--- src/mcc_pkg.sv ---
`default_nettype none

package mcc_pkg;

  localparam int POS_W     = 25;
  localparam int ELAPSED_W = 16;
  localparam int RATE_W    = 25;
  localparam int TIME_W    = 32;
  localparam int ADDR_W    = 4;
  localparam int DATA_W    = 32;

  typedef enum logic [2:0] {
    OP_TICK        = 3'd0,
    OP_OPEN        = 3'd1,
    OP_CLOSE       = 3'd2,
    OP_STOP        = 3'd3,
    OP_SET_POS     = 3'd4,
    OP_CLEAR_FAULT = 3'd5
  } opcode_t;

  typedef enum logic [1:0] {
    REG_TRAVEL_RATE    = 2'd0,
    REG_TRAVEL_TIMEOUT = 2'd1,
    REG_OPEN_FITTED    = 2'd2,
    REG_CLOSED_FITTED  = 2'd3
  } reg_idx_t;

  localparam logic signed [1:0] DRIVE_OFF     = 2'sb00;
  localparam logic signed [1:0] DRIVE_OPENING = 2'sb01;
  localparam logic signed [1:0] DRIVE_CLOSING = 2'sb11;

  localparam logic [RATE_W-1:0] RATE_RESET    = 25'd1678;
  localparam logic [TIME_W-1:0] TIMEOUT_RESET = 32'd30000;

  typedef struct packed {
    opcode_t                opcode;
    logic [ELAPSED_W-1:0]   elapsed_ms;
    logic                   open_reading_valid;
    logic                   open_reading;
    logic                   closed_reading_valid;
    logic                   closed_reading;
    logic [POS_W-1:0]       position_value;
  } in_item_t;

  typedef struct packed {
    logic signed [1:0]      drive;
    logic [POS_W-1:0]       position;
    logic                   is_open;
    logic                   is_closed;
    logic                   is_moving;
    logic                   faulted;
  } out_item_t;

endpackage

`default_nettype wire

--- src/motorized_cover_controller.sv ---
`default_nettype none

// Motorized cover controller. Each beat on the input channel is a command or
// a tick; each produces exactly one status beat on the output channel. A beat
// is taken into an input register, then processed (one 25x16 multiply,
// compare and clamp) into the output register, so the block sustains one
// beat per clock while the output does not stall. While a status beat is
// held by an output stall, the pending beat waits in the input register and
// the input channel stalls in that same cycle; with the input register empty
// a new beat is still taken. Position is a fraction of full travel,
// 2^POSITION_FRACTION_BITS, and the position port carries its low 25 bits.
// Configuration is to be written by the user through the APB-style port
// only while no beat is in flight; the block does not enforce this.
module motorized_cover_controller #(
  parameter int POSITION_FRACTION_BITS = 24
) (
  input  wire                          clk,
  input  wire                          rst_n,

  input  wire                          in_valid,
  output logic                         in_stall,
  input  wire  mcc_pkg::in_item_t      in_data,

  output logic                         out_valid,
  input  wire                          out_stall,
  output mcc_pkg::out_item_t           out_data,

  input  wire                          psel,
  input  wire                          penable,
  input  wire                          pwrite,
  input  wire  [mcc_pkg::ADDR_W-1:0]   paddr,
  input  wire  [mcc_pkg::DATA_W-1:0]   pwdata,
  output logic [mcc_pkg::DATA_W-1:0]   prdata,
  output logic                         pready
);

  localparam int PW = POSITION_FRACTION_BITS + 1;
  localparam int CW = (PW > mcc_pkg::POS_W) ? PW : mcc_pkg::POS_W;
  localparam int MW = mcc_pkg::RATE_W + mcc_pkg::ELAPSED_W;
  localparam int TW = mcc_pkg::TIME_W;
  localparam logic [PW-1:0] FULL_POS = {1'b1, {POSITION_FRACTION_BITS{1'b0}}};

  logic [mcc_pkg::RATE_W-1:0] rate_r;
  logic [TW-1:0]              timeout_r;
  logic                       open_fitted_r;
  logic                       closed_fitted_r;

  logic                       in_valid_r;
  mcc_pkg::in_item_t          in_item_r;
  logic                       out_valid_r;
  mcc_pkg::out_item_t         out_item_r, out_item_nxt;

  logic [PW-1:0]              pos_r, pos_nxt;
  logic [PW-1:0]              tgt_r, tgt_nxt;
  logic [TW-1:0]              tt_r, tt_nxt;
  logic                       ol_r, ol_nxt;
  logic                       cl_r, cl_nxt;
  logic                       fault_r, fault_nxt;
  logic signed [1:0]          drive_r, drive_nxt;

  logic                       exec;
  logic                       in_accept;
  logic                       cfg_wr;
  mcc_pkg::reg_idx_t          cfg_idx;

  logic                       t_ol, t_cl;
  logic [PW-1:0]              t_pos;
  logic                       t_up;
  logic [TW:0]                t_sum;
  logic [TW-1:0]              t_tt;
  logic [MW-1:0]              t_prod;
  logic [PW-1:0]              t_step;
  logic [PW-1:0]              t_gap;
  logic [CW-1:0]              pv_ext;
  logic [PW-1:0]              pv_clamp;

  assign exec      = in_valid_r && (!out_valid_r || !out_stall);
  assign in_stall  = in_valid_r && !exec;
  assign in_accept = in_valid && !in_stall;
  assign out_valid = out_valid_r;
  assign out_data  = out_item_r;

  assign pready  = 1'b1;
  assign cfg_idx = mcc_pkg::reg_idx_t'(paddr[3:2]);
  assign cfg_wr  = psel && penable && pwrite;

  always_comb begin
    unique case (cfg_idx)
      mcc_pkg::REG_TRAVEL_RATE:    prdata = mcc_pkg::DATA_W'(rate_r);
      mcc_pkg::REG_TRAVEL_TIMEOUT: prdata = timeout_r;
      mcc_pkg::REG_OPEN_FITTED:    prdata = mcc_pkg::DATA_W'(open_fitted_r);
      mcc_pkg::REG_CLOSED_FITTED:  prdata = mcc_pkg::DATA_W'(closed_fitted_r);
      default:                     prdata = '0;
    endcase
  end

  // tick datapath
  always_comb begin
    t_ol   = (open_fitted_r && in_item_r.open_reading_valid) ?
             in_item_r.open_reading : ol_r;
    t_cl   = (closed_fitted_r && in_item_r.closed_reading_valid) ?
             in_item_r.closed_reading : cl_r;
    t_pos  = t_ol ? FULL_POS : (t_cl ? '0 : pos_r);
    t_up   = tgt_r > t_pos;
    t_sum  = {1'b0, tt_r} + (TW + 1)'(in_item_r.elapsed_ms);
    t_tt   = t_sum[TW] ? {TW{1'b1}} : t_sum[TW-1:0];
    t_prod = MW'(rate_r) * MW'(in_item_r.elapsed_ms);
    t_step = (t_prod > MW'(FULL_POS)) ? FULL_POS : PW'(t_prod);
    t_gap  = t_up ? (tgt_r - t_pos) : (t_pos - tgt_r);
  end

  assign pv_ext   = CW'(in_item_r.position_value);
  assign pv_clamp = (pv_ext > CW'(FULL_POS)) ? FULL_POS : PW'(pv_ext);

  always_comb begin
    pos_nxt   = pos_r;
    tgt_nxt   = tgt_r;
    tt_nxt    = tt_r;
    ol_nxt    = ol_r;
    cl_nxt    = cl_r;
    fault_nxt = fault_r;
    drive_nxt = drive_r;

    unique case (in_item_r.opcode)
      mcc_pkg::OP_TICK: begin
        ol_nxt = t_ol;
        cl_nxt = t_cl;
        if (t_ol && t_cl) begin
          fault_nxt = 1'b1;
          drive_nxt = mcc_pkg::DRIVE_OFF;
        end else if (fault_r || tgt_r == t_pos) begin
          pos_nxt   = t_pos;
          tt_nxt    = '0;
          drive_nxt = mcc_pkg::DRIVE_OFF;
        end else if ((t_up && t_ol) || (!t_up && t_cl)) begin
          pos_nxt   = t_up ? FULL_POS : '0;
          tgt_nxt   = t_up ? FULL_POS : '0;
          tt_nxt    = '0;
          drive_nxt = mcc_pkg::DRIVE_OFF;
        end else if (timeout_r != '0 && t_tt >= timeout_r) begin
          pos_nxt   = t_pos;
          tt_nxt    = t_tt;
          fault_nxt = 1'b1;
          drive_nxt = mcc_pkg::DRIVE_OFF;
        end else if (rate_r == '0 || in_item_r.elapsed_ms == '0) begin
          pos_nxt   = t_pos;
          tt_nxt    = t_tt;
          drive_nxt = t_up ? mcc_pkg::DRIVE_OPENING : mcc_pkg::DRIVE_CLOSING;
        end else if (t_gap <= t_step) begin
          pos_nxt   = tgt_r;
          tt_nxt    = '0;
          drive_nxt = mcc_pkg::DRIVE_OFF;
        end else begin
          pos_nxt   = t_up ? (t_pos + t_step) : (t_pos - t_step);
          tt_nxt    = t_tt;
          drive_nxt = t_up ? mcc_pkg::DRIVE_OPENING : mcc_pkg::DRIVE_CLOSING;
        end
      end
      mcc_pkg::OP_OPEN: begin
        if (!fault_r) begin
          if (tgt_r != FULL_POS) tt_nxt = '0;
          tgt_nxt = FULL_POS;
        end
      end
      mcc_pkg::OP_CLOSE: begin
        if (!fault_r) begin
          if (tgt_r != '0) tt_nxt = '0;
          tgt_nxt = '0;
        end
      end
      mcc_pkg::OP_STOP: begin
        tgt_nxt   = pos_r;
        tt_nxt    = '0;
        drive_nxt = mcc_pkg::DRIVE_OFF;
      end
      mcc_pkg::OP_SET_POS: begin
        pos_nxt = pv_clamp;
        tgt_nxt = pv_clamp;
        tt_nxt  = '0;
      end
      mcc_pkg::OP_CLEAR_FAULT: begin
        fault_nxt = 1'b0;
        tt_nxt    = '0;
      end
      default: begin
      end
    endcase

    out_item_nxt.drive     = drive_nxt;
    out_item_nxt.position  = mcc_pkg::POS_W'(pos_nxt);
    out_item_nxt.is_open   = open_fitted_r ? ol_nxt : (pos_nxt >= FULL_POS);
    out_item_nxt.is_closed = closed_fitted_r ? cl_nxt : (pos_nxt == '0);
    out_item_nxt.is_moving = !fault_nxt && (tgt_nxt != pos_nxt);
    out_item_nxt.faulted   = fault_nxt;
  end

  always_ff @(posedge clk) begin
    if (!rst_n) begin
      rate_r          <= mcc_pkg::RATE_RESET;
      timeout_r       <= mcc_pkg::TIMEOUT_RESET;
      open_fitted_r   <= 1'b0;
      closed_fitted_r <= 1'b0;
      in_valid_r      <= 1'b0;
      out_valid_r     <= 1'b0;
      pos_r           <= '0;
      tgt_r           <= '0;
      tt_r            <= '0;
      ol_r            <= 1'b0;
      cl_r            <= 1'b0;
      fault_r         <= 1'b0;
      drive_r         <= mcc_pkg::DRIVE_OFF;
    end else begin
      if (cfg_wr) begin
        unique case (cfg_idx)
          mcc_pkg::REG_TRAVEL_RATE:    rate_r <= pwdata[mcc_pkg::RATE_W-1:0];
          mcc_pkg::REG_TRAVEL_TIMEOUT: timeout_r <= pwdata;
          mcc_pkg::REG_OPEN_FITTED:    open_fitted_r <= pwdata[0];
          mcc_pkg::REG_CLOSED_FITTED:  closed_fitted_r <= pwdata[0];
          default: begin
          end
        endcase
      end
      if (in_accept) begin
        in_valid_r <= 1'b1;
      end else if (exec) begin
        in_valid_r <= 1'b0;
      end
      if (exec) begin
        out_valid_r <= 1'b1;
        pos_r       <= pos_nxt;
        tgt_r       <= tgt_nxt;
        tt_r        <= tt_nxt;
        ol_r        <= ol_nxt;
        cl_r        <= cl_nxt;
        fault_r     <= fault_nxt;
        drive_r     <= drive_nxt;
      end else if (!out_stall) begin
        out_valid_r <= 1'b0;
      end
    end
  end

  always_ff @(posedge clk) begin
    if (in_accept) begin
      in_item_r <= in_data;
    end
    if (exec) begin
      out_item_r <= out_item_nxt;
    end
  end

`ifndef ASSERT_OFF
  a_pos_range: assert property (@(posedge clk) disable iff (!rst_n)
    (pos_r <= FULL_POS) && (tgt_r <= FULL_POS))
    else $error("position or target beyond full travel");

  a_fault_clear: assert property (@(posedge clk) disable iff (!rst_n)
    $fell(fault_r) |-> $past(exec && in_item_r.opcode == mcc_pkg::OP_CLEAR_FAULT))
    else $error("fault cleared without a clear-fault beat");

  a_fault_set: assert property (@(posedge clk) disable iff (!rst_n)
    $rose(fault_r) |-> $past(exec && in_item_r.opcode == mcc_pkg::OP_TICK))
    else $error("fault raised outside a tick");

  a_item_hold: assert property (@(posedge clk) disable iff (!rst_n)
    (in_valid_r && !exec) |=> (in_valid_r && $stable(in_item_r)))
    else $error("pending beat lost before processing");
`endif

endmodule

`default_nettype wire
--- config.mk ---
export PLATFORM = sky130hd
export DESIGN_NAME = motorized_cover_controller
export DESIGN_NICKNAME = d
export VERILOG_FILES = /design/src/mcc_pkg.sv /design/src/motorized_cover_controller.sv
export SDC_FILE = /design/constraint.sdc
export NUM_CORES = 2
export LEC_CHECK = 0
export CORE_AREA = 2 2 324 262
export DETAILED_ROUTE_END_ITERATION = 8
export DIE_AREA = 0 0 326 264
export DONT_BUFFER_PORTS = 1
export HOLD_SLACK_MARGIN = 0.15
export PLACE_DENSITY = 0.6
export REMOVE_ABC_BUFFERS = 1
export SYNTH_ARGS = -nofsm -noshare
export SYNTH_HDL_FRONTEND = slang
export SYNTH_SLANG_ARGS = --single-unit
--- constraint.sdc ---
create_clock -name clk -period 13.1 [get_ports clk]
set_clock_uncertainty 0.2 [all_clocks]
set_input_delay 1.31 -clock clk [delete_from_list [all_inputs] [get_ports clk]]
set_output_delay 1.31 -clock clk [all_outputs]
set_load 0.02 [all_outputs]
* Word-level counts from Yosys, hierarchy flattened
Index checks and enable logic that the tools add are counted.
Storage, ports and cells: output and inout port bits 66, input bits 91, register bits after elaboration 227, logic and storage cells 148
Cells by class: eq/ne operators 17, magnitude comparators 6, multiplexer cells 56, add/sub/neg operators 5, reduce and logical (&&, ||, !) cells 37, multipliers 1
Operators with widths (count):
- $mux 25 | 18
- $mux 32 | 11
- $pmux 32 s4 | 2
- $pmux 25 s5 | 1
- $sub 25x25->25 | 3
- $logic_not 25->1 | 2
- $pmux 25 s2 | 1
- $gt 41x25->1 const B | 1
- $mul 25x16->41 | 1
- $add 32x16->33 | 1
- $ge 32x32->1 | 1
- $reduce_bool 32->1 | 1
- $add 25x25->25 | 1
- $eq 25x25->1 | 1
- $ge 25x25->1 const B | 1
- $gt 25x25->1 | 1
- $gt 25x25->1 const B | 1
- $le 25x25->1 | 1
- $ne 25x25->1 | 1
- $ne 25x25->1 const B | 1
- $reduce_bool 25->1 | 1
- $logic_not 16->1 | 1
- $mux 1 | 14
- $mux 2 | 7
- 19 further kinds | 48

* Logic depth before layout (Yosys ltp)
word-level depth 16, mapped depth 55, mapped depth without buffers 49

* Least setup slack after synthesis
Ideal clock, no wire load.
kind flip-flop to flip-flop, start point register in_item_r[30] in the netlist's numbering, end point register out_item_r (netlist bit out_data[1]), data pin, path buffers 6, cell stages (with the launch flop) 54, data required time 12637 ps, setup time 263 ps, path slack 1574 ps, arrival time 11064 ps, clock period less this slack 11526 ps, cells stage by stage edfxtp_1 > clkbuf_1 > clkbuf_1 > nand2_1 > fa_1 > inv_1 > fa_1 > inv_1 > fa_1 > inv_1 > fa_1 > fa_1 > inv_1 > fa_1 > inv_1 > ha_1 > buf_2 > a21oi_2 > [... 18 more ...] > o21ai_0 > a22oi_1 > ha_1 > a21o_1 > a21oi_1 > a211oi_1 > o22ai_1 > o31ai_1 > o31ai_1 > o31ai_1 > a21o_1 > a21oi_1 > xnor2_1 > nand2_1 > or4_1 > nand4_2 > xor2_1 > a21oi_1
RTL lines:
- start, declared | line motorized_cover_controller.sv:49 | mcc_pkg::in_item_t in_item_r;
- start signal, assigned | line motorized_cover_controller.sv:245 | in_item_r <= in_data;
- end signal, assigned | line motorized_cover_controller.sv:248 | out_item_r <= out_item_nxt;
- end, declared | line motorized_cover_controller.sv:51 | mcc_pkg::out_item_t out_item_r, out_item_nxt;

==> results.txt <==
Synth Flop Type -> dfxtp_1
Clk buf depth -> 3
Initial Utilization -> 37.6%
Num ports -> 157
CTS tree -> built
Total die area -> 0.0861 mm2
Area of the multi-input gates -> 0.0231 mm2
Peak supply drop -> 0.000204 V
Mapped Cells -> 3874
Non-filler cells, final -> 4980
Grt ovf -> 0
Worst Path Required -> 13.21 ns
Drt first pass iters -> 5
Tcrit/Tclk final -> 95.2%
Final ANT Viol Nets -> 0
Final Max Tran Viols -> 0
Reg area -> 0.00534 mm2
Seq/Total Area, Yosys -> 17.1%
Slew @ Worst Pin -> 1.04 ns
Critical Path Most Common Cell -> fa_1
Synth warn -> 0
First-pass GRT wire length -> 154000 um
Vias in the first global route -> 26300
Crit-path max cell delay -> 0.55 ns
CTS buffer count -> 24
Port Buffers -> 0
Slew HR -> 30.4%
CP max stage cell -> edfxtp_1
FF+latch count, synth -> 227
Fill count -> 8431
Total track usage -> 22.5%
Nets -> 4522
Via count -> 27400
Mapped cell area -> 0.0312 mm2
Initial antenna violation count -> 9
Crit-path max FO -> 21
Max-cap violations -> 0
Clk root buf -> clkbuf_16
Number of synthesized flops with an enable pin -> 79
Core ar. -> 0.0831 mm2
Detailed placer's ending HPWL -> 79400 um
Min-Delay Path Class -> register to register
Pin count of the biggest net entering global routing -> 119
Post-Layout Inst Area -> 0.0340 mm2
Drt total wl -> 98000 um
Hold path startpoint -> tt_r[0]
TritonCTS Sinks -> 227
Cell Count Post-Placement -> 4920
Tmin final -> 12.47 ns
Placed cell area -> 0.0330 mm2
DRC errors left -> 0
Die width -> 326 um
Crit path launch -> in_item_r[40]
Clk Latency, worst-skew pair -> 0.56 ns
Status -> complete, no violations
Clock Pin Slew Worst Setup and Hold Paths -> 0.07 ns
Netlist cell types -> 99
Area grow syn2layout -> 8.79%
RSZ-0062 raised after global routing -> false
Layout cells sized above 1 -> 7.19%
Pre-CTS setup slack -> 0.534 ns
Placer Congestion -> 0.946
# rows -> 95
Startpoint types -> register
Hold Fails Final Rpt -> 0
H-tree depth -> 1
Die H -> 264 um
Critical path class -> register to register
Nature of the critical path endpoint -> register
Critical path arrival -> 12.58 ns
Drt initial violations -> 2761
# hold bufs at CTS -> 0
DR WL/cell -> 19.7 um
Syn_area_per_cell -> 8.06 um2
Fmax -> 0.0802 GHz
Vias per inst -> 5.50
Setup TNS -> 0 ns
Final setup vio count -> 0
P_leak -> 15.3 nW
PwrDens -> 167 mW/mm2
Worst Slack Setup Final -> 0.629 ns
RR Startpoint -> in_item_r[40]
Asr flop ratio synth -> 0%
critical path: cells and delay by family (launching register included):
family          cells  cell delay (ns)
compound gates     13             2.84
xor+xnor            2             0.34
fa+ha+maj           9             4.16
buf+inv            11             1.43
flops               1             0.55
simple gates       13             2.71
sequential cells by signal (all words and copies together) (netlist names), 2 cells and up:
| signal | flops |
|---|---|
| in_item_r | 23 |
| drive_r | 2 |
| rate_r | 25 |
| pv_ext | 25 |
| timeout_r | 32 |
| out_data | 31 |
| tt_r | 32 |
| pos_r | 25 |
| tgt_r | 25 |
synthesized netlist by cell type, types with 17 or more instances:
library cell | instances | area (um2)
dfxtp_1 | 148 | 2960
a22o_1 | 36 | 315
mux2i_1 | 43 | 430
nand3_1 | 61 | 305
a31oi_1 | 18 | 113
nand2_1 | 630 | 2360
o211ai_1 | 22 | 165
fa_1 | 324 | 6490
xnor2_1 | 67 | 587
ha_1 | 261 | 3270
clkbuf_1 | 181 | 679
o211a_1 | 18 | 180
nor3b_1 | 19 | 143
nor2b_1 | 49 | 307
buf_1 | 17 | 63.8
a21oi_1 | 183 | 916
a21boi_0 | 69 | 518
o21ai_0 | 127 | 636
nor4_1 | 38 | 238
inv_1 | 517 | 1940
a22oi_1 | 36 | 270
a21o_1 | 58 | 435
o21a_1 | 23 | 173
edfxtp_1 | 79 | 2370
and2_1 | 163 | 1020
buf_2 | 17 | 85.1
nor2_1 | 228 | 856
a211oi_1 | 21 | 158
xor2_1 | 40 | 350
nand4_1 | 39 | 244
and3_1 | 34 | 213
nor3_1 | 47 | 235
logic make-up after synthesis:
kind of cell	count (synthesis)	share of synthesized area (%)
other	1	0.0120
buffers and inverters	739	9.02
AO/OA/AOI/OAI	783	17.2
XOR/XNOR	107	3.00
flip-flops	227	17.1
adder cells (fa/ha/maj)	585	31.2
multiplexers	51	1.70
AND/OR/NAND/NOR	1381	20.7
area by class of cell:
type / count / area share (%)
Tap cell: 1115 / 4.11
Timing Repair Buffer: 166 / 3.82
Sequential cell: 227 / 15.7
Clock buffer: 29 / 1.95
Inverter: 519 / 5.74
Antenna cell: 1 / 0.00737
Multi-Input combinational cell: 2908 / 68.1
Clock inverter: 15 / 0.586
metal layers:
layer  vias to the layer above  GRT usage (%)  part of all wire (%)
met3                        98           5.61                   9.6
met2                      1018           31.8                    40
met1                     13400           34.6                    49
met5                         -              0                  0.10
li1                      12800              -                     -
met4                        16           3.10                   1.3
worst paths after layout:
check                           depth (start not counted)  slack, ns          end
worst max-delay path                                   48       0.63  out_data[1]
worst min-delay path                                    2       0.27      tt_r[0]
worst max register to register                         48       0.63  out_data[1]
worst min register to register                          2       0.27      tt_r[0]
report_power, final:
part           switching, W  internal, W
Clock              0.000327     0.000444
Sequential        0.0000451     0.000764
Combinational       0.00250      0.00160
Total               0.00287      0.00280
stage by stage:
step,hold slack [ns],power (W),util (%)
6_report,0.273,0.00568,40.9
5_1_grt,0.290,0.00615,40.9
4_1_cts,0.269,0.00563,40.7
3_5_place_dp,0.253,0.00482,39.7
3_3_place_gp,0.247,0.00481,39.7
2_1_floorplan,0.229,0.00351,-
cell usage in the layout, fill, tap and decap left out, types with 21 or more instances in the layout:
| master | instances |
|---|---|
| o21a_1 | 23 |
| clkbuf_16 | 26 |
| a22oi_1 | 36 |
| nand3_1 | 61 |
| buf_4 | 162 |
| nand4_1 | 39 |
| nor4_1 | 37 |
| edfxtp_1 | 79 |
| a21oi_1 | 182 |
| a21boi_0 | 69 |
| dfxtp_1 | 144 |
| o21ai_0 | 126 |
| a211oi_1 | 21 |
| a21o_1 | 58 |
| nor3_1 | 46 |
| and2_1 | 163 |
| inv_1 | 517 |
| mux2i_1 | 43 |
| and3_1 | 34 |
| nand2_1 | 629 |
| xnor2_1 | 67 |
| fa_1 | 324 |
| ha_1 | 261 |
| a22o_1 | 36 |
| o211ai_1 | 22 |
| nor2b_1 | 47 |
| nor2_1 | 228 |
| xor2_1 | 40 |
timing repair:
item                                    CTS  global route
endpoints found under the hold margin     0             0
endpoints found under the setup margin    0             2
resized for setup                         0             6
setup buffers                             0            15
No activity file was read; power rests on OpenSTA's default activity.
